[src/hw/rtl/spq_pkg.sv]
// ----------------------------------------------------------------------------
// Stable priority queue package
// Sizes, word types and status codes shared by the queue modules.
// ----------------------------------------------------------------------------
package spq_pkg;

	localparam int DEPTH  = 16;
	localparam int PRIO_W = 8;
	localparam int PAY_W  = 16;
	localparam int OCC_W  = 5;
	localparam int CNT_W  = $clog2(DEPTH + 1);

	typedef enum logic [1:0] {
		ST_ENQ   = 2'd0,
		ST_DEQ   = 2'd1,
		ST_FULL  = 2'd2,
		ST_EMPTY = 2'd3
	} status_t;

	typedef enum logic {
		CMD_ENQ = 1'b0,
		CMD_DEQ = 1'b1
	} cmd_t;

	typedef struct packed {
		cmd_t              cmd;
		logic [PRIO_W-1:0] priority_req;
		logic [PAY_W-1:0]  payload;
	} in_word_t;

	typedef struct packed {
		status_t           status;
		logic [PRIO_W-1:0] out_priority;
		logic [PAY_W-1:0]  out_payload;
		logic [OCC_W-1:0]  occupancy;
		logic              is_empty;
	} out_word_t;

	typedef struct packed {
		logic              valid;
		logic [PRIO_W-1:0] prio;
		logic [PAY_W-1:0]  pay;
	} entry_t;

	typedef struct packed {
		logic              enq;
		logic              deq;
		logic [PRIO_W-1:0] prio;
		logic [PAY_W-1:0]  pay;
	} cell_ctl_t;

endpackage

[src/hw/rtl/spq_if.sv]
// ----------------------------------------------------------------------------
// Stable priority queue channels
// Valid/ready channels for request and response words.
// ----------------------------------------------------------------------------
interface spq_in_if;
	logic             valid;
	logic             ready;
	spq_pkg::in_word_t data;

	modport source(output valid, output data, input ready);
	modport sink(input valid, input data, output ready);
endinterface

interface spq_out_if;
	logic              valid;
	logic              ready;
	spq_pkg::out_word_t data;

	modport source(output valid, output data, input ready);
	modport sink(input valid, input data, output ready);
endinterface

[src/hw/rtl/stable_priority_queue.sv]
// ----------------------------------------------------------------------------
// Stable priority queue
// Bounded queue sorted by priority, highest first, ties in arrival order.
// ----------------------------------------------------------------------------
// channel | dir | word
// req     | in  | cmd, priority_req, payload
// rsp     | out | status, out_priority, out_payload, occupancy, is_empty
//
// One word per cycle while rsp is not stalled; each word is answered in the cycle after acceptance.
// Every cell compares and shifts in the same cycle, set by the cell chain.
// req is ready while the response register is empty or being drained.
// Reset clears the valid bits and the count; no clearing pass.
// ----------------------------------------------------------------------------
module stable_priority_queue (
	input  logic             clk,
	input  logic             arst_n,
	spq_in_if.sink           req,
	spq_out_if.source        rsp
);

	spq_pkg::entry_t    ent   [spq_pkg::DEPTH];
	logic               lower [spq_pkg::DEPTH];
	spq_pkg::cell_ctl_t ctl;

	logic [spq_pkg::CNT_W-1:0] cnt_q;
	logic [spq_pkg::CNT_W-1:0] cnt_nxt;
	logic                      rsp_valid_q;
	spq_pkg::out_word_t        rsp_data_q;
	spq_pkg::out_word_t        res;
	logic                      accept;
	logic                      full;
	logic                      empty;

	assign req.ready = !rsp_valid_q || rsp.ready;
	assign accept    = req.valid && req.ready;
	assign full      = (cnt_q == spq_pkg::CNT_W'(spq_pkg::DEPTH));
	assign empty     = (cnt_q == '0);

	assign ctl.enq  = accept && (req.data.cmd == spq_pkg::CMD_ENQ) && !full;
	assign ctl.deq  = accept && (req.data.cmd == spq_pkg::CMD_DEQ) && !empty;
	assign ctl.prio = req.data.priority_req;
	assign ctl.pay  = req.data.payload;

	for (genvar i = 0; i < spq_pkg::DEPTH; i++) begin : g_cell
		spq_pkg::entry_t left_ent;
		spq_pkg::entry_t right_ent;
		logic            left_low;

		if (i == 0) begin : g_head
			assign left_ent = '0;
			assign left_low = 1'b0;
		end else begin : g_body
			assign left_ent = ent[i-1];
			assign left_low = lower[i-1];
		end

		if (i == spq_pkg::DEPTH - 1) begin : g_tail
			assign right_ent = '0;
		end else begin : g_inner
			assign right_ent = ent[i+1];
		end

		spq_cell u_cell (
			.clk       (clk),
			.arst_n    (arst_n),
			.ctl       (ctl),
			.left      (left_ent),
			.left_lower(left_low),
			.right     (right_ent),
			.cur       (ent[i]),
			.lower     (lower[i])
		);
	end

	always_comb begin
		cnt_nxt = cnt_q;
		if (ctl.enq) begin
			cnt_nxt = cnt_q + 1'b1;
		end else if (ctl.deq) begin
			cnt_nxt = cnt_q - 1'b1;
		end

		res = '0;
		if (req.data.cmd == spq_pkg::CMD_ENQ) begin
			res.status = full ? spq_pkg::ST_FULL : spq_pkg::ST_ENQ;
		end else if (empty) begin
			res.status = spq_pkg::ST_EMPTY;
		end else begin
			res.status       = spq_pkg::ST_DEQ;
			res.out_priority = ent[0].prio;
			res.out_payload  = ent[0].pay;
		end
		res.occupancy = spq_pkg::OCC_W'(cnt_nxt);
		res.is_empty  = (cnt_nxt == '0);
	end

	always_ff @(posedge clk or negedge arst_n) begin
		if (!arst_n) begin
			cnt_q       <= '0;
			rsp_valid_q <= 1'b0;
		end else begin
			cnt_q <= cnt_nxt;
			if (accept) begin
				rsp_valid_q <= 1'b1;
			end else if (rsp.ready) begin
				rsp_valid_q <= 1'b0;
			end
		end
	end

	always_ff @(posedge clk) begin
		if (accept) begin
			rsp_data_q <= res;
		end
	end

	assign rsp.valid = rsp_valid_q;
	assign rsp.data  = rsp_data_q;

endmodule

[src/hw/rtl/spq_cell.sv]
// ----------------------------------------------------------------------------
// Stable priority queue cell
// One sorted slot: holds, takes the left neighbor, takes the new entry,
// or takes the right neighbor.
// ----------------------------------------------------------------------------
module spq_cell (
	input  logic               clk,
	input  logic               arst_n,
	input  spq_pkg::cell_ctl_t ctl,
	input  spq_pkg::entry_t    left,
	input  logic               left_lower,
	input  spq_pkg::entry_t    right,
	output spq_pkg::entry_t    cur,
	output logic               lower
);

	logic                       valid_q;
	logic [spq_pkg::PRIO_W-1:0] prio_q;
	logic [spq_pkg::PAY_W-1:0]  pay_q;
	spq_pkg::entry_t            nxt;

	assign cur   = '{valid: valid_q, prio: prio_q, pay: pay_q};
	assign lower = !valid_q || (prio_q < ctl.prio);

	always_comb begin
		nxt = cur;
		priority if (ctl.enq && lower) begin
			// first lower slot takes the new entry, the rest shift down
			nxt = left_lower ? left
				: spq_pkg::entry_t'{valid: 1'b1, prio: ctl.prio, pay: ctl.pay};
		end else if (ctl.deq) begin
			nxt = right;
		end
	end

	always_ff @(posedge clk or negedge arst_n) begin
		if (!arst_n) begin
			valid_q <= 1'b0;
		end else begin
			valid_q <= nxt.valid;
		end
	end

	always_ff @(posedge clk) begin
		prio_q <= nxt.prio;
		pay_q  <= nxt.pay;
	end

endmodule

[src/flat_wrapper.sv]
// flat-port wrapper written by rule: the top's interface ports become plain ports
module stable_priority_queue_flat 
  (clk, arst_n, req_valid, req_data, req_ready, rsp_valid, rsp_data, rsp_ready);
  spq_in_if req_i ();
  spq_out_if rsp_i ();
  input  logic clk;
  input  logic arst_n;
  input wire logic [$bits(req_i.valid)-1:0] req_valid;
  input wire logic [$bits(req_i.data)-1:0] req_data;
  output wire logic [$bits(req_i.ready)-1:0] req_ready;
  output wire logic [$bits(rsp_i.valid)-1:0] rsp_valid;
  output wire logic [$bits(rsp_i.data)-1:0] rsp_data;
  input wire logic [$bits(rsp_i.ready)-1:0] rsp_ready;
  assign req_i.valid = req_valid;
  assign req_i.data = req_data;
  assign req_ready = req_i.ready;
  assign rsp_valid = rsp_i.valid;
  assign rsp_data = rsp_i.data;
  assign rsp_i.ready = rsp_ready;
  stable_priority_queue u_core (.clk(clk), .arst_n(arst_n), .req(req_i), .rsp(rsp_i));
endmodule
[config.mk]
export PLATFORM = sky130hd
export DESIGN_NAME = stable_priority_queue_flat
export DESIGN_NICKNAME = d
export VERILOG_FILES = /design/src/hw/rtl/spq_pkg.sv /design/src/hw/rtl/spq_if.sv /design/src/hw/rtl/stable_priority_queue.sv /design/src/hw/rtl/spq_cell.sv /design/src/flat_wrapper.sv
export SDC_FILE = /design/constraint.sdc
export NUM_CORES = 1
export LEC_CHECK = 0
export ABC_CLOCK_PERIOD_IN_PS = 5400
export BUFFER_PORTS_ARGS = -buffer_cell sky130_fd_sc_hd__buf_2
export CAP_MARGIN = 25
export CORE_MARGIN = 2
export CORE_UTILIZATION = 35
export CTS_CLUSTER_DIAMETER = 50
export DETAILED_ROUTE_END_ITERATION = 8
export GPL_TIMING_DRIVEN = 0
export SKIP_CTS_REPAIR_TIMING = 1
export SKIP_LAST_GASP = 1
export SLEW_MARGIN = 20
export SYNTH_ARGS = -nofsm -noshare
export SYNTH_HDL_FRONTEND = slang
export SYNTH_SLANG_ARGS = --single-unit
[constraint.sdc]
create_clock -name clk -period 5.4 [get_ports clk]
set_input_delay 0.81 -clock clk [delete_from_list [all_inputs] [get_ports clk]]
set_output_delay 0.81 -clock clk [all_outputs]
set_load 0.02 [all_outputs]
Word-level counts from Yosys, hierarchy flattened
Cells that the tools add are included.
Operators by class
  reduce and logical (&&, ||, !) cells: 77
  equal/unequal tests: 1
  add/subtract/negate cells: 2
  magnitude comparators: 16
  muxes and demuxes: 54
  bitwise gates (word level): 1
Operators with widths (number)
  $mux 25: 47
  $lt 8x8->1: 16
  $reduce_bool 2->1: 17
  $logic_and 1x1->1: 21
  $logic_not 1->1: 19
  $logic_or 1x1->1: 17
  $logic_not 5->1: 2
  $mux 5: 2
  $mux 2: 3
  $add 5x1->5 const B: 1
  $eq 5x5->1 const B: 1
  $sub 5x1->5 const B: 1
  $mux 1: 2
  $reduce_or 2->1: 1
  $not 1->1: 1
Storage, ports and cells
  bits in registers: 438
  word-level logic and storage cells: 206
  input bits: 29

Longest topological paths before layout
  word-level depth: 8
  gate-level depth with buffers: 12

Modules after synthesis
Synthesis repeated with hierarchy kept, for this count alone.
Unflattened totals
  cells, all modules: 2002
  area, all modules: 28147.0 sq um
By module, submodules not included
  spq_cell (u_core.g_cell[0].u_cell ...): area each 1660.3 sq um, seq. area each 745.7 sq um, times used 9, cells each 118
  spq_cell (u_core.g_cell[3].u_cell ...): area each 1657.8 sq um, seq. area each 745.7 sq um, times used 7, cells each 118
  stable_priority_queue: area each 1599.0 sq um, seq. area each 1111.1 sq um, times used 1, cells each 114

Least setup slack after synthesis
OpenSTA, ideal clock, no wires.
  kind: input port to flip-flop
  start: input port req_data[21]
  end: register u_core.g_cell[12].u_cell.pay_q[0] in the netlist's numbering (enable)
  stages: 8
  buffers on the path: 2
  data arrival time: 4077 ps
  required time: 4962 ps
  setup slack: 884 ps
  setup time: 438 ps
  cells stage by stage: inv_1 -> ha_1 -> a211o_1 -> a21oi_1 -> o32ai_1 -> buf_2 -> buf_2 -> o21ai_0
Between the ends
  longest elaborated chain between the ends: 4
Ends and longest elaborated chain
  start: declaration: RTL line flat_wrapper.sv:9  | input wire logic [$bits(req_i.data)-1:0] req_data;
  $lt 8x8->1: RTL line spq_cell.sv:23  | assign lower = !valid_q || (prio_q < ctl.prio);
  $logic_or 1x1->1: RTL line spq_cell.sv:23
  $logic_and 1x1->1: RTL line spq_cell.sv:27  | priority if (ctl.enq && lower) begin
  $reduce_bool 2->1 (no line)
  end signal: assignment: RTL line spq_cell.sv:46  | pay_q <= nxt.pay;
  end: declaration: RTL line spq_cell.sv:19  | logic [spq_pkg::PAY_W-1:0] pay_q;
Every way passes these cells.
A chain may end at the register's enable or synchronous reset.

Worst setup path in the final report
  start: input port req_data[21]
  end: register u_core.g_cell[11].u_cell.pay_q[7] in the netlist's numbering (enable)
Between the ends
  longest elaborated chain between the ends: 4
Ends and longest elaborated chain (RTL line)
  $lt 8x8->1: spq_cell.sv:23
  $logic_or 1x1->1: spq_cell.sv:23
  $logic_and 1x1->1: spq_cell.sv:27
  $reduce_bool 2->1 (no line)
  end signal: assignment: spq_cell.sv:46
  end: declaration: spq_cell.sv:19
Every way passes these cells.

==> summary.md <==
| Metric | Value |
|---|---|
| Number of top-level pins | `63` |
| Worst-path maximum fanout | `24` |
| Detailed Route WL | `62,400 um` |
| Net count of the finished layout | `2,448` |
| Final ANT Viol Nets | `0` |
| Number of port buffers | `62` |
| Synth Flop Type | `sky130_fd_sc_hd__edfxtp_1` |
| Kind of path behind the tightest hold check | `in2async` |
| Peak supply drop | `232 uV` |
| CTS tree | `yes` |
| Area inside the core boundary | `~70,000 um^2` |
| Worst-path clk slew | `60 ps` |
| Initial standard-cell utilization of the core | `35.3%` |
| Clock Path Buffers | `3` |
| Number of violations reported at the end of detailed-routing iteration 0 | `1,182` |
| Ratio of cells with drive above 1 in the final layout | `12.3%` |
| Die Y-Extent | `267 um` |
| Commonest cells in the synthesized netlist | `sky130_fd_sc_hd__edfxtp_1, sky130_fd_sc_hd__mux2i_1, sky130_fd_sc_hd__nor2_1` |
| FF+latch count, synth | `438` |
| Worst clock skew on the final layout | `roughly 23 ps` |
| Global placer's final weighted congestion | `0.869` |
| Setup repair after global routing missed its margin | `no` |
| Minimum clock period | `a little under 4000 ps` |
| Final cell count without fillers | `~3,300` |
| Util after Layout | `40.0%` |
| Summed instance area of the synthesized netlist | `24,200 um^2` |
| Largest cells by area after synthesis | `sky130_fd_sc_hd__edfxtp_1, sky130_fd_sc_hd__mux2i_1, sky130_fd_sc_hd__ha_1` |
| Area share of the largest cell type after synthesis | `51.5%` |
| Overall via count from detail_route | `16,900` |
| Number of maximum-capacitance constraint violations | `0` |
| # clock sinks | `between 400 and 500` |
| Fraction of registers with async set or reset after synthesis | `5.02%` |
| Area after DPL | `about 26,000 um^2` |
| Relative slew slack | `28.3%` |
| Global-route wire length before repair | `around 97,000 um` |
| Endpoint kind of the worst setup timing path | `flop` |
| Number of slew-limit violations in the final report | `0` |
| Top-count cell post-synth | `sky130_fd_sc_hd__edfxtp_1` |
| Post-Route Hold Slack | `238 ps` |
| Yosys warning total | `0` |
| Required time reported for the critical path endpoint | `roughly 5600 ps` |
| Library cell with the largest summed area after synthesis | `sky130_fd_sc_hd__edfxtp_1` |
| Number of iterations in the first detailed-routing pass | `6` |
| Sequential element share of the synthesized area | `~54%` |
| Slew @ Worst Pin | `approximately 1100 ps` |
| Synth Area per Inst | `11.1 um^2` |
| Width of the die | `267 um` |
| Final std cell area, no fill | `27,400 um^2` |
| Grt total ovfl | `0` |
| WL/cell | `19.1 um` |
| Synthesized net count | `2,330` |
| Post-detail-place hpwl | `~49,000 um` |
| Power per cell area | `between 400 and 500 nW/um^2` |
| Reg area | `13,000 um^2` |
| Clk_lat worst skew | `590 ps` |
| Status | `finished, final reports clean` |
| Global routing usage summed across all routing layers | `17.3%` |
| Rows | `96` |
| Filler cell count in the final layout | `6,650` |
| Clock tree root driver cell | `sky130_fd_sc_hd__clkbuf_16` |
| Worst reg2reg setup slack | `1530 ps` |
| Number of design rule violations left after detail routing | `0` |
| Static leakage | `between 10 and 15 nW` |
| Layout-stage area growth over the synthesis result | `13.1%` |
| Fmax | `253 MHz` |
| Overall die area | `71,400 um^2` |
| Total placed cells including tap cells | `around 3,200` |
| Setup-violating endpoint count in the final report | `0` |
| Crit path kind | `in2reg` |
| Data arrival at the endpoint of the critical path | `4150 ps` |
| Via count of the first global-routing pass | `17,300` |
| EDFF count, synth | `416` |
| Final count of hold timing violations | `0` |
| Pin count of the biggest net entering global routing | `40` |
| Type of element launching the critical path | `input port` |
| Number of vias per cell | `5.18` |
| Post-synthesis cell count | `2,187` |
| Area of the multi-input gates | `10,300 um^2` |
| Number of antenna violations at the first check in global routing | `4` |
| CTS HTree Levels | `2` |
| Number of CTS-inserted buffers | `50` |
| Post-route clock period utilization | `73.2%` |
| Count of unique library cells instantiated by Yosys | `63` |
[through the flow]
| stage | setup slack, ps | power (mW) | setup TNS, ps |
|---|---|---|---|
| 3_5_place_dp | 862 | 7.84 | 0 |
| 4_1_cts | 1480 | 11.2 | 0 |
| 2_1_floorplan | 884 | 6.98 | 0 |
| 6_report | 1450 | 11.2 | 0 |
| 5_1_grt | 1270 | 11.7 | 0 |
| 3_3_place_gp | -528 | 7.73 | -29100 |
[cells in the final DEF (no fill, tap or decap), drive strengths merged, types with 18 or more instances in the layout]
cell and count:
edfxtp 416, mux2i 315, nor2 262, nand2 232, a21oi 224, buf 172, o21ai 166, clkbuf 127
ha 114, and3 32, inv 27, a31oi 25, nand3 24, mux2 24, dfrtp 22, clkinv 18
[critical path, stage by stage]
cell	delay (ps)
sky130_fd_sc_hd__buf_2	140
sky130_fd_sc_hd__inv_1	730
sky130_fd_sc_hd__ha_1	380
sky130_fd_sc_hd__a21oi_1	180
sky130_fd_sc_hd__o22ai_1	100
sky130_fd_sc_hd__a21oi_1	440
sky130_fd_sc_hd__and2_1	190
sky130_fd_sc_hd__buf_2	150
sky130_fd_sc_hd__buf_2	210
sky130_fd_sc_hd__or2_1	810
[layer usage]
| layer | part of all wire [%] | vias up | wire length (um) | track usage [%] |
|---|---|---|---|---|
| met5 | 0 | - | 0 | 0 |
| met4 | 2.0 | 0 | 1240 | 4.54 |
| met3 | 5.3 | 82 | 3310 | 2.26 |
| met2 | 47 | 471 | 29500 | 28.9 |
| met1 | 45 | 8118 | 28400 | 23.7 |
| li1 | - | 8272 | - | - |
[flip-flops by register name (all words and copies together) (netlist names)]
register and flops:
u_core.g_cell.u_cell.pay_q 256, u_core.g_cell.u_cell.prio_q 128, u_core.rsp.valid 1, u_core.cnt_q 5, u_core.g_cell.u_cell.valid_q 16, u_core.rsp.data 32
[cell type report]
| cell class | count | share of cell area, % |
|---|---|---|
| flip-flops and latches | 438 | 47.6 |
| multi-input cells | 1553 | 37.5 |
| clock buffers | 64 | 4.90 |
| well taps | 931 | 4.25 |
| plain buffers | 169 | 3.13 |
| repair buffers | 66 | 1.35 |
| clock inverters | 24 | 0.940 |
| inverters | 27 | 0.370 |
| diodes | 1 | 0.00913 |
[worst paths after layout]
path	cells after the start	startpoint	endpoint
setup reg to reg	8	u_core.cnt_q[0]$_DFF_PN0_	u_core.g_cell[5].u_cell.pay_q[7]$_DFFE_PP_
hold / removal	1	arst_n	u_core.rsp.valid$_DFFE_PN0P_
setup / recovery	10	req_data[21]	u_core.g_cell[11].u_cell.pay_q[7]$_DFFE_PP_
hold reg to reg	2	u_core.g_cell[10].u_cell.pay_q[1]$_DFFE_PP_	u_core.g_cell[9].u_cell.pay_q[1]$_DFFE_PP_
min in group clk	2	req_valid	u_core.rsp.valid$_DFFE_PN0P_
max in group asynchronous	1	arst_n	u_core.g_cell[2].u_cell.valid_q$_DFFE_PN0P_
[cells by family after synthesis]
kind of cell	count (synthesis)	share of synthesized area, %
mux	339	14.1
xor+xnor	4	0.145
buf+inv	196	3.96
simple gates	598	10.4
flops	438	53.8
compound gates	498	11.6
fa+ha+maj	114	5.88
[power breakdown]
| part | switching [mW] | leakage, nW | internal (mW) |
|---|---|---|---|
| Combinational | 1.76 | 5.60 | 1.15 |
| Clock | 1.37 | 0.785 | 1.99 |
| Sequential | 0.415 | 4.21 | 4.49 |
Power figures use the tool's default switching activity.
